===== src/hw/rtl/edc_pkg.sv =====
package edc_pkg;

  typedef enum logic [2:0] {
    ST_IDLE = 3'd0,
    ST_UP   = 3'd1,
    ST_DOWN = 3'd2,
    ST_SLOW = 3'd3,
    ST_WAIT = 3'd4,
    ST_FIRE = 3'd5
  } state_e;

  typedef enum logic [1:0] {
    DIR_NONE = 2'd0,
    DIR_UP   = 2'd1,
    DIR_DOWN = 2'd2
  } dir_e;

  typedef enum logic [2:0] {
    MOT_STOP       = 3'd0,
    MOT_UP         = 3'd1,
    MOT_DOWN       = 3'd2,
    MOT_CREEP_UP   = 3'd3,
    MOT_CREEP_DOWN = 3'd4
  } motor_e;

  localparam logic [1:0] CFG_THRESHOLD = 2'd0;
  localparam logic [1:0] CFG_WAIT      = 2'd1;
  localparam logic [1:0] CFG_BLINK     = 2'd2;

  localparam logic [11:0] THRESHOLD_RESET = 12'd1200;
  localparam logic [15:0] WAIT_RESET      = 16'd100;
  localparam logic [15:0] BLINK_RESET     = 16'd50;

  typedef struct packed {
    logic [7:0]  inside_press;
    logic [7:0]  up_press;
    logic [7:0]  down_press;
    logic        fire_sensor;
    logic [3:0]  light_floor;
    logic [11:0] light_value;
  } item_t;

  typedef struct packed {
    logic [2:0] car_state;
    logic [3:0] floor_now;
    logic [2:0] motor_command;
    logic [1:0] arrow;
    logic       alarm;
    logic       any_pending;
  } result_t;

  typedef struct packed {
    logic [11:0] threshold;
    logic [15:0] wait_ticks;
    logic [15:0] blink_ticks;
  } cfg_t;

  typedef struct packed {
    state_e      state;
    dir_e        dir;
    logic [3:0]  floor;
    logic [15:0] wait_cnt;
    logic [15:0] blink_cnt;
    logic        alarm;
    logic        fire_sent;
  } ctrl_t;

endpackage


===== src/hw/rtl/edc_stream_if.sv =====
interface edc_stream_if #(
  parameter type T = logic
) ();
  logic valid;
  logic ready;
  T     data;

  modport source (output valid, output data, input ready);
  modport sink (input valid, input data, output ready);
endinterface


===== src/hw/rtl/edc_tick.sv =====
module edc_tick #(
  parameter int unsigned FLOORS = 8,
  localparam int unsigned IW = $clog2(FLOORS)
) (
  input  edc_pkg::item_t   item_i,
  input  edc_pkg::cfg_t    cfg_i,
  input  edc_pkg::ctrl_t   ctrl_i,
  input  logic [FLOORS-1:0] cab_i,
  input  logic [FLOORS-1:0] up_i,
  input  logic [FLOORS-1:0] dn_i,
  input  logic [11:0]      light_i [FLOORS],
  output edc_pkg::ctrl_t   ctrl_o,
  output logic [FLOORS-1:0] cab_o,
  output logic [FLOORS-1:0] up_o,
  output logic [FLOORS-1:0] dn_o,
  output logic             light_we_o,
  output logic [IW-1:0]    light_idx_o,
  output edc_pkg::result_t res_o
);

  logic [FLOORS-1:0] cab_m, up_m, dn_m, pend_m;
  logic [FLOORS-1:0] above_m, below_m, here_m;
  logic              lf_ok;
  logic [IW-1:0]     lf_idx, cur_idx;
  logic [3:0]        floor_m;
  logic [11:0]       cur_light, f1_light;
  logic              bright_cur, bright_f1;
  logic              any_above, any_below, here_req;
  logic [15:0]       wait_lim, blink_lim, wait_inc, blink_inc;

  always_comb begin
    cab_m = cab_i | FLOORS'(item_i.inside_press);
    up_m  = up_i | FLOORS'(item_i.up_press);
    dn_m  = dn_i | FLOORS'(item_i.down_press);
    pend_m = cab_m | up_m | dn_m;

    lf_ok  = (item_i.light_floor != 4'd0) && (32'(item_i.light_floor) <= FLOORS);
    lf_idx = IW'(item_i.light_floor - 4'd1);
    floor_m = (lf_ok && (item_i.light_value < cfg_i.threshold)) ?
              item_i.light_floor : ctrl_i.floor;
    cur_idx = IW'(floor_m - 4'd1);

    // sample written this tick is seen by the brightness checks
    cur_light = (lf_ok && (lf_idx == cur_idx)) ? item_i.light_value : light_i[cur_idx];
    f1_light  = (lf_ok && (lf_idx == '0)) ? item_i.light_value : light_i[0];
    bright_cur = cur_light > cfg_i.threshold;
    bright_f1  = f1_light > cfg_i.threshold;

    for (int i = 0; i < FLOORS; i++) begin
      above_m[i] = 32'(i) >= 32'(floor_m);
      below_m[i] = 32'(i + 1) < 32'(floor_m);
      here_m[i]  = 32'(i + 1) == 32'(floor_m);
    end
    any_above = |(pend_m & above_m);
    any_below = |(pend_m & below_m);
    here_req  = |(pend_m & here_m);

    wait_lim  = (cfg_i.wait_ticks == 16'd0) ? 16'd1 : cfg_i.wait_ticks;
    blink_lim = (cfg_i.blink_ticks == 16'd0) ? 16'd1 : cfg_i.blink_ticks;
    wait_inc  = ctrl_i.wait_cnt + 16'd1;
    blink_inc = ctrl_i.blink_cnt + 16'd1;

    light_we_o  = lf_ok;
    light_idx_o = lf_idx;
  end

  // next state
  always_comb begin
    ctrl_o = ctrl_i;
    ctrl_o.floor = floor_m;
    cab_o = cab_m;
    up_o  = up_m;
    dn_o  = dn_m;
    if ((ctrl_i.state != edc_pkg::ST_FIRE) && item_i.fire_sensor) begin
      ctrl_o.state = edc_pkg::ST_FIRE;
    end else begin
      case (ctrl_i.state)
        edc_pkg::ST_IDLE: begin
          ctrl_o.dir = edc_pkg::DIR_NONE;
          if (pend_m == '0) begin
            ctrl_o.state = edc_pkg::ST_IDLE;
          end else if (any_above) begin
            ctrl_o.state = edc_pkg::ST_UP;
            ctrl_o.dir   = edc_pkg::DIR_UP;
          end else if (any_below) begin
            ctrl_o.state = edc_pkg::ST_DOWN;
            ctrl_o.dir   = edc_pkg::DIR_DOWN;
          end else begin
            ctrl_o.state    = edc_pkg::ST_WAIT;
            ctrl_o.wait_cnt = '0;
          end
        end
        edc_pkg::ST_UP, edc_pkg::ST_DOWN: begin
          if (here_req) ctrl_o.state = edc_pkg::ST_SLOW;
        end
        edc_pkg::ST_SLOW: begin
          if (bright_cur) begin
            ctrl_o.state    = edc_pkg::ST_WAIT;
            ctrl_o.wait_cnt = '0;
          end
        end
        edc_pkg::ST_WAIT: begin
          ctrl_o.wait_cnt = wait_inc;
          if (wait_inc >= wait_lim) begin
            ctrl_o.wait_cnt = '0;
            cab_o = cab_m & ~here_m;
            // above and below masks exclude this floor, so clearing it leaves them intact
            case (ctrl_i.dir)
              edc_pkg::DIR_UP: begin
                up_o = up_m & ~here_m;
                if (any_above) begin
                  ctrl_o.state = edc_pkg::ST_UP;
                  ctrl_o.dir   = edc_pkg::DIR_UP;
                end else if (any_below) begin
                  ctrl_o.state = edc_pkg::ST_DOWN;
                  ctrl_o.dir   = edc_pkg::DIR_DOWN;
                end else begin
                  ctrl_o.state = edc_pkg::ST_IDLE;
                  ctrl_o.dir   = edc_pkg::DIR_NONE;
                end
              end
              edc_pkg::DIR_DOWN: begin
                dn_o = dn_m & ~here_m;
                if (any_below) begin
                  ctrl_o.state = edc_pkg::ST_DOWN;
                  ctrl_o.dir   = edc_pkg::DIR_DOWN;
                end else if (any_above) begin
                  ctrl_o.state = edc_pkg::ST_UP;
                  ctrl_o.dir   = edc_pkg::DIR_UP;
                end else begin
                  ctrl_o.state = edc_pkg::ST_IDLE;
                  ctrl_o.dir   = edc_pkg::DIR_NONE;
                end
              end
              default: begin
                up_o = up_m & ~here_m;
                dn_o = dn_m & ~here_m;
                ctrl_o.state = edc_pkg::ST_IDLE;
              end
            endcase
          end
        end
        edc_pkg::ST_FIRE: begin
          ctrl_o.blink_cnt = blink_inc;
          if (blink_inc >= blink_lim) begin
            ctrl_o.blink_cnt = '0;
            ctrl_o.alarm     = ~ctrl_i.alarm;
          end
          if (!ctrl_i.fire_sent) begin
            cab_o[0] = 1'b1;
            ctrl_o.fire_sent = 1'b1;
          end
        end
        default: begin
          ctrl_o.state = edc_pkg::ST_IDLE;
        end
      endcase
    end
  end

  // outputs
  always_comb begin
    res_o = '0;
    res_o.car_state   = ctrl_o.state;
    res_o.floor_now   = ctrl_o.floor;
    res_o.any_pending = |(cab_o | up_o | dn_o);
    case (ctrl_o.state)
      edc_pkg::ST_UP: begin
        res_o.motor_command = edc_pkg::MOT_UP;
        res_o.arrow         = edc_pkg::DIR_UP;
      end
      edc_pkg::ST_DOWN: begin
        res_o.motor_command = edc_pkg::MOT_DOWN;
        res_o.arrow         = edc_pkg::DIR_DOWN;
      end
      edc_pkg::ST_SLOW: begin
        res_o.arrow = ctrl_o.dir;
        case (ctrl_o.dir)
          edc_pkg::DIR_UP:   res_o.motor_command = edc_pkg::MOT_CREEP_UP;
          edc_pkg::DIR_DOWN: res_o.motor_command = edc_pkg::MOT_CREEP_DOWN;
          default:           res_o.motor_command = edc_pkg::MOT_STOP;
        endcase
      end
      edc_pkg::ST_FIRE: begin
        res_o.alarm = ctrl_o.alarm;
        if (ctrl_o.floor != 4'd1) begin
          res_o.motor_command = edc_pkg::MOT_DOWN;
        end else if (bright_f1) begin
          res_o.motor_command = edc_pkg::MOT_STOP;
        end else begin
          res_o.motor_command = edc_pkg::MOT_CREEP_DOWN;
        end
      end
      default: begin
        res_o.motor_command = edc_pkg::MOT_STOP;
      end
    endcase
  end

endmodule


===== src/hw/rtl/elevator_dispatch_controller_unit.sv =====
// Elevator dispatch controller. Each transaction on in_i is one controller tick: button masks
// are merged into the pending requests, the light sample (if any) is stored and may move the
// current floor, and the idle/up/down/slow/wait/fire state machine takes one step. Every tick
// yields exactly one transaction on out_o. A tick enters an input register, is evaluated
// combinationally by the tick logic against the state registers, and lands in the result
// register, which drives out_o; a new tick is taken every clock cycle while out_o is not
// stalled, and a stalled output holds one result and one more tick before in_i drops ready.
// The per-floor light samples sit in FLOORS flip-flop entries cleared by reset, so no clearing
// pass is needed. Configuration (threshold, wait ticks, blink ticks) is written through
// cfg_we_i/cfg_idx_i/cfg_data_i while the block is idle; an index outside the list is ignored.
module elevator_dispatch_controller_unit #(
  parameter int unsigned FLOORS = 8
) (
  input  logic        clk_i,
  input  logic        rst_ni,
  edc_stream_if.sink   in_i,
  edc_stream_if.source out_o,
  input  logic        cfg_we_i,
  input  logic [1:0]  cfg_idx_i,
  input  logic [15:0] cfg_data_i
);

  localparam int unsigned IW = $clog2(FLOORS);

  edc_pkg::cfg_t     cfg_q;
  edc_pkg::ctrl_t    ctrl_q, ctrl_d;
  logic [FLOORS-1:0] cab_q, cab_d, up_q, up_d, dn_q, dn_d;
  logic [11:0]       light_q [FLOORS];
  logic              light_we;
  logic [IW-1:0]     light_idx;
  edc_pkg::item_t    item_q;
  logic              in_valid_q;
  edc_pkg::result_t  res_d, res_q;
  logic              out_valid_q;
  logic              advance;

  assign advance     = in_valid_q && (!out_valid_q || out_o.ready);
  assign in_i.ready  = !in_valid_q || advance;
  assign out_o.valid = out_valid_q;
  assign out_o.data  = res_q;

  always_ff @(posedge clk_i or negedge rst_ni) begin
    if (!rst_ni) begin
      cfg_q.threshold   <= edc_pkg::THRESHOLD_RESET;
      cfg_q.wait_ticks  <= edc_pkg::WAIT_RESET;
      cfg_q.blink_ticks <= edc_pkg::BLINK_RESET;
    end else if (cfg_we_i) begin
      case (cfg_idx_i)
        edc_pkg::CFG_THRESHOLD: cfg_q.threshold   <= cfg_data_i[11:0];
        edc_pkg::CFG_WAIT:      cfg_q.wait_ticks  <= cfg_data_i;
        edc_pkg::CFG_BLINK:     cfg_q.blink_ticks <= cfg_data_i;
        default: ;
      endcase
    end
  end

  always_ff @(posedge clk_i or negedge rst_ni) begin
    if (!rst_ni) begin
      in_valid_q <= 1'b0;
    end else if (in_i.valid && in_i.ready) begin
      in_valid_q <= 1'b1;
    end else if (advance) begin
      in_valid_q <= 1'b0;
    end
  end

  always_ff @(posedge clk_i) begin
    if (in_i.valid && in_i.ready) item_q <= in_i.data;
  end

  edc_tick #(
    .FLOORS (FLOORS)
  ) u_tick (
    .item_i      (item_q),
    .cfg_i       (cfg_q),
    .ctrl_i      (ctrl_q),
    .cab_i       (cab_q),
    .up_i        (up_q),
    .dn_i        (dn_q),
    .light_i     (light_q),
    .ctrl_o      (ctrl_d),
    .cab_o       (cab_d),
    .up_o        (up_d),
    .dn_o        (dn_d),
    .light_we_o  (light_we),
    .light_idx_o (light_idx),
    .res_o       (res_d)
  );

  always_ff @(posedge clk_i or negedge rst_ni) begin
    if (!rst_ni) begin
      ctrl_q.state     <= edc_pkg::ST_IDLE;
      ctrl_q.dir       <= edc_pkg::DIR_NONE;
      ctrl_q.floor     <= 4'd1;
      ctrl_q.wait_cnt  <= '0;
      ctrl_q.blink_cnt <= '0;
      ctrl_q.alarm     <= 1'b1;
      ctrl_q.fire_sent <= 1'b0;
      cab_q <= '0;
      up_q  <= '0;
      dn_q  <= '0;
      for (int i = 0; i < FLOORS; i++) light_q[i] <= '0;
    end else if (advance) begin
      ctrl_q <= ctrl_d;
      cab_q  <= cab_d;
      up_q   <= up_d;
      dn_q   <= dn_d;
      if (light_we) light_q[light_idx] <= item_q.light_value;
    end
  end

  always_ff @(posedge clk_i or negedge rst_ni) begin
    if (!rst_ni) begin
      out_valid_q <= 1'b0;
    end else if (advance) begin
      out_valid_q <= 1'b1;
    end else if (out_o.ready) begin
      out_valid_q <= 1'b0;
    end
  end

  always_ff @(posedge clk_i) begin
    if (advance) res_q <= res_d;
  end

  a_fire_latched: assert property (@(posedge clk_i) disable iff (!rst_ni)
    ctrl_q.state == edc_pkg::ST_FIRE |=> ctrl_q.state == edc_pkg::ST_FIRE)
    else $error("fire mode left without reset");

  a_fire_sent_in_fire: assert property (@(posedge clk_i) disable iff (!rst_ni)
    ctrl_q.fire_sent |-> ctrl_q.state == edc_pkg::ST_FIRE)
    else $error("floor one request flag set outside fire mode");

  a_floor_range: assert property (@(posedge clk_i) disable iff (!rst_ni)
    (ctrl_q.floor >= 4'd1) && (32'(ctrl_q.floor) <= FLOORS))
    else $error("current floor out of range");

  a_full_stall: assert property (@(posedge clk_i) disable iff (!rst_ni)
    (in_valid_q && out_valid_q && !out_o.ready) |-> !in_i.ready)
    else $error("input taken while both stages are full");

  a_arrow_moving: assert property (@(posedge clk_i) disable iff (!rst_ni)
    (out_valid_q && (res_q.arrow != 2'd0)) |->
      (res_q.car_state == edc_pkg::ST_UP || res_q.car_state == edc_pkg::ST_DOWN ||
       res_q.car_state == edc_pkg::ST_SLOW))
    else $error("arrow shown while car is not traveling");

endmodule


===== src/flat_wrapper.sv =====
// flat-port wrapper written by rule: the top's interface ports become plain ports
module elevator_dispatch_controller_unit_flat 
#(
  parameter int unsigned FLOORS = 8
)
  (clk_i, rst_ni, cfg_we_i, cfg_idx_i, cfg_data_i, in_i_valid, in_i_data, in_i_ready, out_o_valid, out_o_data, out_o_ready);
  edc_stream_if #(.T(edc_pkg::item_t)) in_i_i ();
  edc_stream_if #(.T(edc_pkg::result_t)) out_o_i ();
  input  logic clk_i;
  input  logic rst_ni;
  input  logic cfg_we_i;
  input  logic [1:0] cfg_idx_i;
  input  logic [15:0] cfg_data_i;
  input wire logic [$bits(in_i_i.valid)-1:0] in_i_valid;
  input wire logic [$bits(in_i_i.data)-1:0] in_i_data;
  output wire logic [$bits(in_i_i.ready)-1:0] in_i_ready;
  output wire logic [$bits(out_o_i.valid)-1:0] out_o_valid;
  output wire logic [$bits(out_o_i.data)-1:0] out_o_data;
  input wire logic [$bits(out_o_i.ready)-1:0] out_o_ready;
  assign in_i_i.valid = in_i_valid;
  assign in_i_i.data = in_i_data;
  assign in_i_ready = in_i_i.ready;
  assign out_o_valid = out_o_i.valid;
  assign out_o_data = out_o_i.data;
  assign out_o_i.ready = out_o_ready;
  elevator_dispatch_controller_unit #(.FLOORS(FLOORS)) u_core (.clk_i(clk_i), .rst_ni(rst_ni), .in_i(in_i_i), .out_o(out_o_i), .cfg_we_i(cfg_we_i), .cfg_idx_i(cfg_idx_i), .cfg_data_i(cfg_data_i));
endmodule

===== config.mk =====
export PLATFORM = sky130hd
export DESIGN_NAME = elevator_dispatch_controller_unit_flat
export DESIGN_NICKNAME = d
export VERILOG_FILES = /design/src/hw/rtl/edc_pkg.sv /design/src/hw/rtl/edc_stream_if.sv /design/src/hw/rtl/edc_tick.sv /design/src/hw/rtl/elevator_dispatch_controller_unit.sv /design/src/flat_wrapper.sv
export SDC_FILE = /design/constraint.sdc
export NUM_CORES = 1
export LEC_CHECK = 0
export BUFFER_PORTS_ARGS = -buffer_cell sky130_fd_sc_hd__buf_2
export CORE_ASPECT_RATIO = 2
export CORE_MARGIN = 2
export CORE_UTILIZATION = 60
export DETAILED_ROUTE_END_ITERATION = 10
export PLACE_DENSITY = 0.8
export SYNTH_ARGS = -nofsm -noshare
export SYNTH_HDL_FRONTEND = slang
export SYNTH_HIERARCHICAL = 1
export SYNTH_SLANG_ARGS = --single-unit

===== constraint.sdc =====
create_clock -name clk_i -period 16.7 [get_ports clk_i]
set_clock_uncertainty 0.05 [all_clocks]
set_input_delay 2.505 -clock clk_i [delete_from_list [all_inputs] [get_ports clk_i]]
set_output_delay 2.505 -clock clk_i [all_outputs]
set_load 0.01 [all_outputs]

==> results of run 1 <==
[per-stage QoR]
stage,hold WS [ns],instances,setup slack [ns],instance area (um^2)
after floorplan,0.425,1240,10.79,14800
after global placement,0.433,1563,10.20,15400
after detailed placement,0.440,1563,10.02,15400
after CTS,0.454,1607,9.99,16200
after global routing,0.470,1607,9.49,16200
final,0.452,1607,9.91,16200
[where the power goes]
| part | switching (W) | total, W | leakage [nW] | internal [W] |
|---|---|---|---|---|
| clock network | 0.000245 | 0.000567 | 0.396 | 0.000322 |
| logic | 0.000481 | 0.000930 | 3.68 | 0.000449 |
| registers | 0.000114 | 0.000925 | 3.01 | 0.000810 |
| total | 0.000840 | 0.00242 | 7.09 | 0.00158 |
[cell usage in the layout, fill, tap and decap left out, drive strengths merged, types with 4 or more instances in the layout]
cell	n
mux2	222
dfrtp	197
buf	87
nor2	75
ha	75
inv	66
edfxtp	55
a21oi	53
nand2	46
o21ai	41
clkbuf	30
nand3	27
mux4	24
nor3	20
a21o	19
mux2i	18
xnor2	18
a22o	17
nor4	17
xor2	16
and3	16
nor2b	14
nand4	14
nand2b	14
dfstp	12
clkinv	11
a211oi	10
a31oi	9
and2	7
o21a	6
o31ai	5
or3	5
or2	5
a2111oi	5
nand3b	4
[cell families (layout without fill, tap and decap cells)]
group | after synthesis | count (layout) | synth area share (%)
flops | 264 | 264 | 46.6
buf+inv | 121 | 198 | 3.45
xor+xnor | 34 | 34 | 2.01
compound gates | 207 | 207 | 9.84
fa+ha+maj | 75 | 75 | 6.34
simple gates | 275 | 275 | 9.95
mux | 264 | 264 | 21.8
[flip-flops by register name, indices dropped and copies added (netlist names)]
signal and cells:
u_core/out_o.data 14, u_core/item_q 41, u_core/out_o.valid 1, u_core/light_q 96, u_core/dn_q 8, u_core/cab_q 8, u_core/ctrl_q 43, u_core/cfg_q 44
u_core/up_q 8, u_core/in_valid_q 1
[cells in the mapped netlist, types with 4 or more instances]
master / number / area share [%]
a211oi_1: 10 / 0.51
a21o_1: 19 / 0.96
a21oi_1: 51 / 1.7
a22o_1: 17 / 1.0
a31oi_1: 9 / 0.38
and2_1: 7 / 0.30
and3_1: 16 / 0.68
buf_1: 6 / 0.15
buf_2: 15 / 0.51
buf_4: 8 / 0.41
clkbuf_1: 25 / 0.63
dfrtp_1: 197 / 33
dfstp_2: 12 / 2.1
edfxtp_1: 55 / 11
ha_1: 75 / 6.3
inv_1: 64 / 1.6
mux2_2: 222 / 17
mux2i_1: 18 / 1.2
mux4_2: 24 / 3.7
nand2_1: 46 / 1.2
nand2b_1: 13 / 0.55
nand3_1: 26 / 0.88
nand3b_1: 4 / 0.20
nand4_1: 13 / 0.55
nor2_1: 75 / 1.9
nor2b_1: 14 / 0.59
nor3_1: 17 / 0.58
nor4_1: 14 / 0.59
o21a_1: 6 / 0.30
o21ai_0: 23 / 0.78
o21ai_1: 16 / 0.54
o31ai_1: 5 / 0.25
or2_2: 4 / 0.17
or3_1: 4 / 0.17
xnor2_1: 18 / 1.1
xor2_1: 16 / 0.95
[path summary, 6_finish.rpt]
check | endpoint | depth (start not counted) | slack, ns
hold / removal | u_core/light_q[42] | 1 | 0.45
min in group asynchronous | u_core/light_q[5] | 1 | 1.91
setup / recovery | u_core/out_o.data[6] | 21 | 9.91
setup reg to reg | u_core/out_o.data[6] | 21 | 9.91
max in group asynchronous | u_core/light_q[48] | 2 | 13.31
hold reg to reg | u_core/light_q[42] | 1 | 0.45
[cell type report]
class / instances / area, um^2
fill: 1824 / 8080
multi-input combinational: 855 / 7450
sequential: 264 / 6900
clock buffer: 29 / 682
timing repair buffer: 88 / 472
tap: 290 / 363
inverter: 66 / 248
clock inverter: 15 / 131
[routing by layer]
layer | track usage (%) | up-vias | part of all wire, %
li1 | - | 4697 | -
met1 | 30.2 | 5104 | 35
met2 | 52.1 | 302 | 56
met3 | 3.09 | 112 | 3.8
met4 | 14.5 | 0 | 5.3
met5 | 0 | - | 0
[worst max-delay path, delay by kind of cell (launching register included)]
| kind | cells | cell delay (ns) |
|---|---|---|
| multiplexers | 3 | 1.36 |
| AO/OA/AOI/OAI | 8 | 1.88 |
| AND/OR/NAND/NOR | 7 | 1.36 |
| buffers and inverters | 1 | 0.65 |
| adder cells (fa/ha/maj) | 2 | 0.72 |
| flip-flops | 1 | 0.53 |
==> results.sh, run 1 <==
export IMPL_min_delay_start="u_core/light_q[42]"
export IMPL_cts_setup_buffers=0
export IMPL_power_w=0.00242
export IMPL_first_global_vias=10800
export IMPL_path_clk_slew_ns=0.07
export IMPL_startpoint="u_core/item_q[11]"
export IMPL_grt_max_degree=77
export IMPL_rows=81
export IMPL_synth_edf_count=55
export IMPL_end_kind="flop"
export IMPL_critPathRequiredTime_ns=17.00
export IMPL_clkLatencyLatePin_ns=0.54
export IMPL_wirelength_um=35000
export IMPL_ys_seq_area_share_pct=46.6
export IMPL_synthToLayoutAreaGrowth_pct=9.83
export IMPL_ys_types=88
export IMPL_worstReg2RegStart="u_core/item_q[11]"
export IMPL_netlist_instances=1240
export IMPL_cts_tree="yes"
export IMPL_min_period_over_period_pct=40.6
export IMPL_cellLeakagePower_nw=7.09
export IMPL_port_buffers=79
export IMPL_cts_resized_gates=0
export IMPL_crit_type="flop to flop"
export IMPL_antenna_found_initial=0
export IMPL_clock_path_buffers=3
export IMPL_ioPinCount=80
export IMPL_fmax_mhz=147
export IMPL_drc_errors=0
export IMPL_cp_arrival_ns=7.09
export IMPL_dr_total_vias=10200
export IMPL_drtAntennaViolNets=0
export IMPL_hpwl_um=25800
export IMPL_place_congestion=0.964
export IMPL_worst_pin_slew_ns=1.22
export IMPL_htreeDepth=1
export IMPL_fin_util_pct=66.8
export IMPL_ys_flop_type="dfrtp_1"
export IMPL_die_area_mm2=0.0260
export IMPL_ys_ff_latch=264
export IMPL_power_density_mw_per_mm2=149
export IMPL_slowest_delay_ns=0.65
export IMPL_ys_warn_count=6
export IMPL_cts_buffers=24
export IMPL_maxSlewViolCount=0
export IMPL_max_slew_margin_rel_pct=18.3
export IMPL_hold_viol=0
export IMPL_timing_setup_tns_ns=0
export IMPL_numClockSinks=264
export IMPL_cts_root_buf="clkbuf_16"
export IMPL_dieWidth_um=115
export IMPL_synth_async_reset_ratio_pct=79.2
export IMPL_routed_via_density=6.36
export IMPL_avgSynthCellArea_um2=11.9
export IMPL_die_y_um=226
export IMPL_slowest_stage="inv_2"
export IMPL_first_iter_violations=631
export IMPL_setup_viol=0
export IMPL_status="finished clean"
export IMPL_finalNetCount=1438
export IMPL_startpoint_type="flop"
export IMPL_start_util_pct=60.8
export IMPL_hold_buffers=0
export IMPL_rsz0062_at_grt="no"
export IMPL_finalCriticalPeriod_ns=6.79
export IMPL_min_path_type="flop to flop"
export IMPL_ir_drop_v=0.000125
export IMPL_drt_wirelength_per_cell_um=21.8
export IMPL_overflow=0
export IMPL_grt_use_total_pct=27.9
export IMPL_drv_cap=0
export IMPL_core_area_mm2=0.0243
export IMPL_path_cells="ha_1 -> nand4_2 -> or3_4 -> o21ai_4 -> mux2_2 -> inv_2 -> mux4_2 -> mux2i_1 -> a21oi_1 -> ha_1 -> a21o_1 -> a21o_1 -> a21oi_1 -> nor2_1 -> a2111oi_0 -> nor2_1 -> o21ai_0 -> nand2_1 -> and3_1 -> nand2b_1 -> o32ai_1"
export IMPL_drive_above_1_share_pct=31.8
export IMPL_syn_nets=1379
export IMPL_num_antenna_cells=0
export IMPL_crit_fanout=27
export IMPL_grt_pass1_wl_um=56200
export IMPL_syn_area_mm2=0.0148
export IMPL_first_pass_iters=7
Power figures use the tool's default switching activity.
==> inputs of run 2 (changes only) <==
--- a/config.mk
+++ b/config.mk
@@ -8,9 +8,9 @@
 export BUFFER_PORTS_ARGS = -buffer_cell sky130_fd_sc_hd__buf_2
 export CORE_ASPECT_RATIO = 2
 export CORE_MARGIN = 2
-export CORE_UTILIZATION = 60
+export CORE_UTILIZATION = 56
 export DETAILED_ROUTE_END_ITERATION = 10
-export PLACE_DENSITY = 0.8
+export PLACE_DENSITY = 0.79
 export SYNTH_ARGS = -nofsm -noshare
 export SYNTH_HDL_FRONTEND = slang
 export SYNTH_HIERARCHICAL = 1
==> constraint.sdc (replaced) <==
create_clock -name clk_i -period 6 [get_ports clk_i]
set_clock_uncertainty 0.05 [all_clocks]
set_input_delay 0.9 -clock clk_i [delete_from_list [all_inputs] [get_ports clk_i]]
set_output_delay 0.9 -clock clk_i [all_outputs]
set_load 0.01 [all_outputs]
==> run 2 against run 1 <==
Final cell count grew 5.3%. Utilization shrank 3.3 points. Wire length rose by 1.0%. Flip-flop and latch count stayed put. Clock power grew to 2.8 times the previous value. Clock-buffer cell count decreased by 2. Register-to-register slack got worse by 9.7 ns. Cell area rose by 2.3%. Largest cell class unchanged.
==> results.sh, run 2 (same netlist as run 1, synthesis figures left out) <==
export IMPL_startpoint_type="flop"
export IMPL_end_kind="flop"
export IMPL_cts_root_buf="clkbuf_16"
export IMPL_rows=84
export IMPL_hpwl_um=26500
export IMPL_start_util_pct=56.5
export IMPL_htreeDepth=1
export IMPL_layout_common_cells="mux2_2 (220), dfrtp_1 (197), buf_2 (78)"
export IMPL_hold_buffers=0
export IMPL_hold_viol=0
export IMPL_place_congestion=0.914
export IMPL_cts_buffers=24
export IMPL_min_period_over_period_pct=96.0
export IMPL_drv_cap=0
export IMPL_clock_path_buffers=3
export IMPL_dieWidth_um=119
export IMPL_largest_reg_flops=96
export IMPL_power_density_mw_per_mm2=415
export IMPL_cpMostUsedCell="buf_4"
export IMPL_dr_total_vias=10300
export IMPL_max_slew_margin_rel_pct=15.7
export IMPL_drive_above_1_share_pct=34.0
export IMPL_maxSlewViolCount=0
export IMPL_antenna_found_initial=0
export IMPL_port_buffers=79
export IMPL_power_w=0.00690
export IMPL_largest_register="u_core/light_q"
export IMPL_die_area_mm2=0.0278
export IMPL_first_global_vias=11000
export IMPL_nFillCells=2042
export IMPL_cellLeakagePower_nw=7.27
export IMPL_drt_wirelength_per_cell_um=20.9
export IMPL_path_clk_slew_ns=0.06
export IMPL_slowest_delay_ns=0.55
export IMPL_biggestRegsByFlops="u_core/light_q (96), u_core/cfg_q (44), u_core/ctrl_q (43)"
export IMPL_dp_cells=1646
export IMPL_fin_util_pct=63.5
export IMPL_synthToLayoutAreaGrowth_pct=12.4
export IMPL_drc_errors=0
export IMPL_cp_arrival_ns=6.12
export IMPL_finalNetCount=1469
export IMPL_critPathRequiredTime_ns=6.37
export IMPL_ir_drop_v=0.000328
export IMPL_first_iter_violations=526
export IMPL_first_pass_iters=6
export IMPL_grt_max_degree=121
export IMPL_slowest_stage="edfxtp_1"
export IMPL_worst_pin_slew_ns=1.26
export IMPL_grt_use_total_pct=26.0
export IMPL_final_cells=1692
export IMPL_drtAntennaViolNets=0
export IMPL_final_common_cell="mux2_2"
export IMPL_status="finished clean"
export IMPL_crit_type="flop to flop"
export IMPL_core_area_mm2=0.0262
export IMPL_finalCriticalPeriod_ns=5.76
export IMPL_wirelength_um=35400
export IMPL_routed_via_density=6.10
export IMPL_cts_tree="yes"
export IMPL_ioPinCount=80
export IMPL_fin_ws_ns=0.241
export IMPL_setup_viol=0
export IMPL_path_cells="ha_1 -> nand4_2 -> or3_4 -> o21ai_4 -> mux2_4 -> ha_4 -> buf_4 -> mux4_2 -> mux2i_1 -> a21oi_1 -> ha_1 -> nor2b_1 -> o21a_1 -> o21ai_2 -> a211oi_2 -> a2111oi_2 -> buf_4 -> nor2_2 -> nand2_1 -> o31ai_1 -> a21oi_1 -> buf_4 -> a22o_1 -> mux2_2"
export IMPL_overflow=0
export IMPL_clkLatencyLatePin_ns=0.55
export IMPL_min_path_type="input pin to async pin"
export IMPL_post_place_ws_ns=0.0372
export IMPL_numClockSinks=264
export IMPL_fmax_mhz=174
export IMPL_crit_fanout=16
export IMPL_num_antenna_cells=0
export IMPL_die_y_um=234
export IMPL_grt_pass1_wl_um=57400
run 2: changes by cell type in the layout (fill, tap and decap cells not counted), sizes merged:
| cell | previous run | this run |
|---|---|---|
| inv | 66 | 67 |
| clkinv | 11 | 12 |
| clkbuf | 30 | 28 |
| buf | 87 | 118 |
| clkinvlp | 2 | 1 |
| bufinv | 2 | 3 |
run 2: repair_timing:
action,4_1_cts,5_1_grt
setup endpoints to repair,2,27
buffers inserted,0,2
gates resized for setup,1,15
run 2: power breakdown:
group	switching, W	total, W	internal, W
Sequential	0.000311	0.00257	0.00226
Clock	0.000691	0.00158	0.000891
Combinational	0.00137	0.00275	0.00138
Total	0.00237	0.00690	0.00453
run 2: cell type report:
class                           count  area, um^2  share of cell area (%)
Multi-Input combinational cell    855        7500                    45.1
Sequential cell                   264        6900                    41.5
Timing Repair Buffer              119         742                    4.46
Clock buffer                       27         633                    3.81
Tap cell                          344         430                    2.59
Inverter                           66         255                    1.54
Clock inverter                     17         165                   0.993
run 2: metal layers:
metal	part of all wire (%)	GRT usage, %
met5	0	0
met4	5.1	13.3
met3	3.1	2.33
met2	56	50.5
met1	35	27.5
run 2: through the flow:
| stage | instance area [um^2] | hold WS, ns | TNS (ns) |
|---|---|---|---|
| finish | 16600 | 0.453 | 0 |
| detailed placement | 15800 | 0.441 | 0 |
| global route | 16600 | 0.462 | -0.0771 |
| global placement | 15800 | 0.434 | 0 |
| floorplan | 14800 | 0.425 | 0 |
| CTS | 16600 | 0.456 | 0 |
run 2: worst paths after layout:
kind                                    start                 end  slack [ns]  cells after the start
max                          u_core/item_q[8]   u_core/ctrl_q[21]        0.24                     24
min                                    rst_ni  u_core/light_q[81]        0.45                      1
max reg2reg                  u_core/item_q[8]   u_core/ctrl_q[21]        0.24                     24
min reg2reg                u_core/light_q[37]  u_core/light_q[37]        0.45                      1
max in group asynchronous              rst_ni   u_core/ctrl_q[42]        4.19                      2
min in group clk_i         u_core/light_q[37]  u_core/light_q[37]        0.45                      1
run 2: worst max-delay path, delay by kind of cell (launching register included):
family	cells	cell delay (ns)
AOI/OAI and AO/OA	9	1.39
DFF	1	0.55
muxes	4	1.14
and+or+nand+nor	5	1.00
buffers and inverters	3	0.48
adders and majority gates	3	1.03
==> inputs of run 3 (changes only) <==
--- a/config.mk
+++ b/config.mk
@@ -11,6 +11,7 @@
 export CORE_UTILIZATION = 56
 export DETAILED_ROUTE_END_ITERATION = 10
 export PLACE_DENSITY = 0.79
+export REMOVE_ABC_BUFFERS = 1
 export SYNTH_ARGS = -nofsm -noshare
 export SYNTH_HDL_FRONTEND = slang
 export SYNTH_HIERARCHICAL = 1
==> run 3 against run 2 <==
Sequential share of layout area increased by 0.10 points. Wire length increased by 1.8%. Maximum frequency decreased by 0.50%. Global-route usage increased by 0.25 points. Setup slack got worse by 0.029 ns. Non-clock buffer count decreased by 1. Register-to-register slack got worse by 0.03 ns. Critical endpoint is now u_core/ctrl_q[24].
==> results.sh, run 3 (same netlist as run 1, synthesis figures left out) <==
export IMPL_status="finished clean"
export IMPL_largest_register="u_core/light_q"
export IMPL_finalNetCount=1469
export IMPL_layout_common_cells="mux2_2 (220), dfrtp_1 (197), buf_2 (78)"
export IMPL_setup_viol=0
export IMPL_worst_pin_slew_ns=1.19
export IMPL_wirelength_um=36000
export IMPL_cts_root_buf="clkbuf_16"
export IMPL_worstReg2RegStart="u_core/cfg_q[42]"
export IMPL_maxSlewViolCount=0
export IMPL_first_iter_violations=555
export IMPL_clkLatencyLatePin_ns=0.55
export IMPL_first_global_vias=11000
export IMPL_min_period_over_period_pct=96.5
export IMPL_r2r_end="u_core/ctrl_q[24]"
export IMPL_power_density_mw_per_mm2=413
export IMPL_dr_total_vias=10400
export IMPL_start_util_pct=56.5
export IMPL_cts_tree="yes"
export IMPL_grt_use_total_pct=26.2
export IMPL_r2r_slack_ns=0.21
export IMPL_path_cells="inv_1 -> ha_1 -> nand4_2 -> or3_4 -> o21ai_4 -> mux2_4 -> inv_4 -> buf_6 -> mux4_2 -> mux2i_1 -> a21oi_1 -> ha_1 -> nand4_1 -> a211oi_1 -> a2111oi_1 -> nor2_1 -> nand2_1 -> o31ai_2 -> a21oi_1 -> buf_4 -> a22o_1 -> mux2_2"
export IMPL_max_slew_margin_rel_pct=20.7
export IMPL_synthToLayoutAreaGrowth_pct=12.1
export IMPL_cp_arrival_ns=6.18
export IMPL_fin_ws_ns=0.212
export IMPL_dieWidth_um=119
export IMPL_htreeDepth=1
export IMPL_startpoint_type="flop"
export IMPL_r2r_cells=22
export IMPL_crit_fanout=16
export IMPL_hold_viol=0
export IMPL_antenna_found_initial=0
export IMPL_place_congestion=0.915
export IMPL_grt_max_degree=114
export IMPL_port_buffers=79
export IMPL_overflow=0
export IMPL_endpoint="u_core/ctrl_q[24]"
export IMPL_core_area_mm2=0.0262
export IMPL_crit_type="flop to flop"
export IMPL_fin_util_pct=63.4
export IMPL_ir_drop_v=0.000305
export IMPL_slowest_delay_ns=0.53
export IMPL_drtAntennaViolNets=0
export IMPL_routed_via_density=6.17
export IMPL_grt_pass1_wl_um=57400
export IMPL_clock_path_buffers=3
export IMPL_slowest_stage="mux4_2"
export IMPL_cp_top_family="multiplexers"
export IMPL_drive_above_1_share_pct=33.7
export IMPL_hpwl_um=26800
export IMPL_path_clk_slew_ns=0.07
export IMPL_cellLeakagePower_nw=7.25
export IMPL_critPathRequiredTime_ns=6.39
export IMPL_nFillCells=2026
export IMPL_drc_errors=0
export IMPL_critPathBufInv=4
export IMPL_min_path_type="input pin to async pin"
export IMPL_numClockSinks=264
export IMPL_fmax_mhz=173
export IMPL_finalCriticalPeriod_ns=5.79
export IMPL_post_place_ws_ns=0.0996
export IMPL_biggestRegsByFlops="u_core/light_q (96), u_core/cfg_q (44), u_core/ctrl_q (43)"
export IMPL_first_pass_iters=5
export IMPL_cts_buffers=25
export IMPL_cp_depth=22
export IMPL_startpoint="u_core/cfg_q[42]"
export IMPL_ioPinCount=80
export IMPL_end_kind="flop"
export IMPL_die_y_um=234
export IMPL_timing_setup_tns_ns=0
export IMPL_drv_cap=0
export IMPL_die_area_mm2=0.0278
export IMPL_num_antenna_cells=0
export IMPL_largest_reg_flops=96
export IMPL_final_common_cell="mux2_2"
export IMPL_rows=84
export IMPL_drt_wirelength_per_cell_um=21.3
==> run 3: per-layer routing <==
layer | track usage [%] | wire length, um
met1 | 26.7 | 12400
met2 | 50.6 | 20100
met3 | 2.92 | 1310
met4 | 15.8 | 2240
met5 | 0 | 0
==> run 3: area by class of cell <==
class | instances | area [um^2] | area share, %
Multi-Input combinational cell | 855 | 7480 | 45.1
Sequential cell | 264 | 6900 | 41.6
Timing Repair Buffer | 118 | 729 | 4.40
Clock buffer | 32 | 692 | 4.17
Tap cell | 344 | 430 | 2.60
Inverter | 66 | 250 | 1.51
Clock inverter | 14 | 103 | 0.619
==> run 3: worst min-delay path by stage <==
stage,end,slack (ns),cells past startpoint
2_1_floorplan,u_core/light_q[36],0.43,1
3_3_place_gp,u_core/light_q[44],0.43,1
3_5_place_dp,u_core/light_q[37],0.44,1
4_1_cts,u_core/light_q[14],0.38,1
5_1_grt,u_core/light_q[14],0.42,1
6_report,u_core/light_q[14],0.34,1
==> run 3: through the flow <==
| stage | hold WS (ns) | instances | area [um^2] | power (W) |
|---|---|---|---|---|
| 2_1_floorplan | 0.425 | 1185 | 14500 | 0.00438 |
| 3_3_place_gp | 0.433 | 1646 | 15700 | 0.00512 |
| 3_5_place_dp | 0.441 | 1646 | 15700 | 0.00523 |
| 4_1_cts | 0.382 | 1692 | 16500 | 0.00682 |
| 5_1_grt | 0.417 | 1693 | 16600 | 0.00725 |
| 6_report | 0.344 | 1693 | 16600 | 0.00685 |
==> run 3: repair_timing <==
action,CTS,global route
endpoints found under the setup margin,0,22
hold buffers,0,0
resized for setup,0,11
setup buffers,0,1
==> run 3: report_power, final <==
part	internal (W)	leakage [nW]	switching, W
registers	0.00226	3.01	0.000306
clock network	0.000860	0.390	0.000701
logic	0.00134	3.84	0.00139
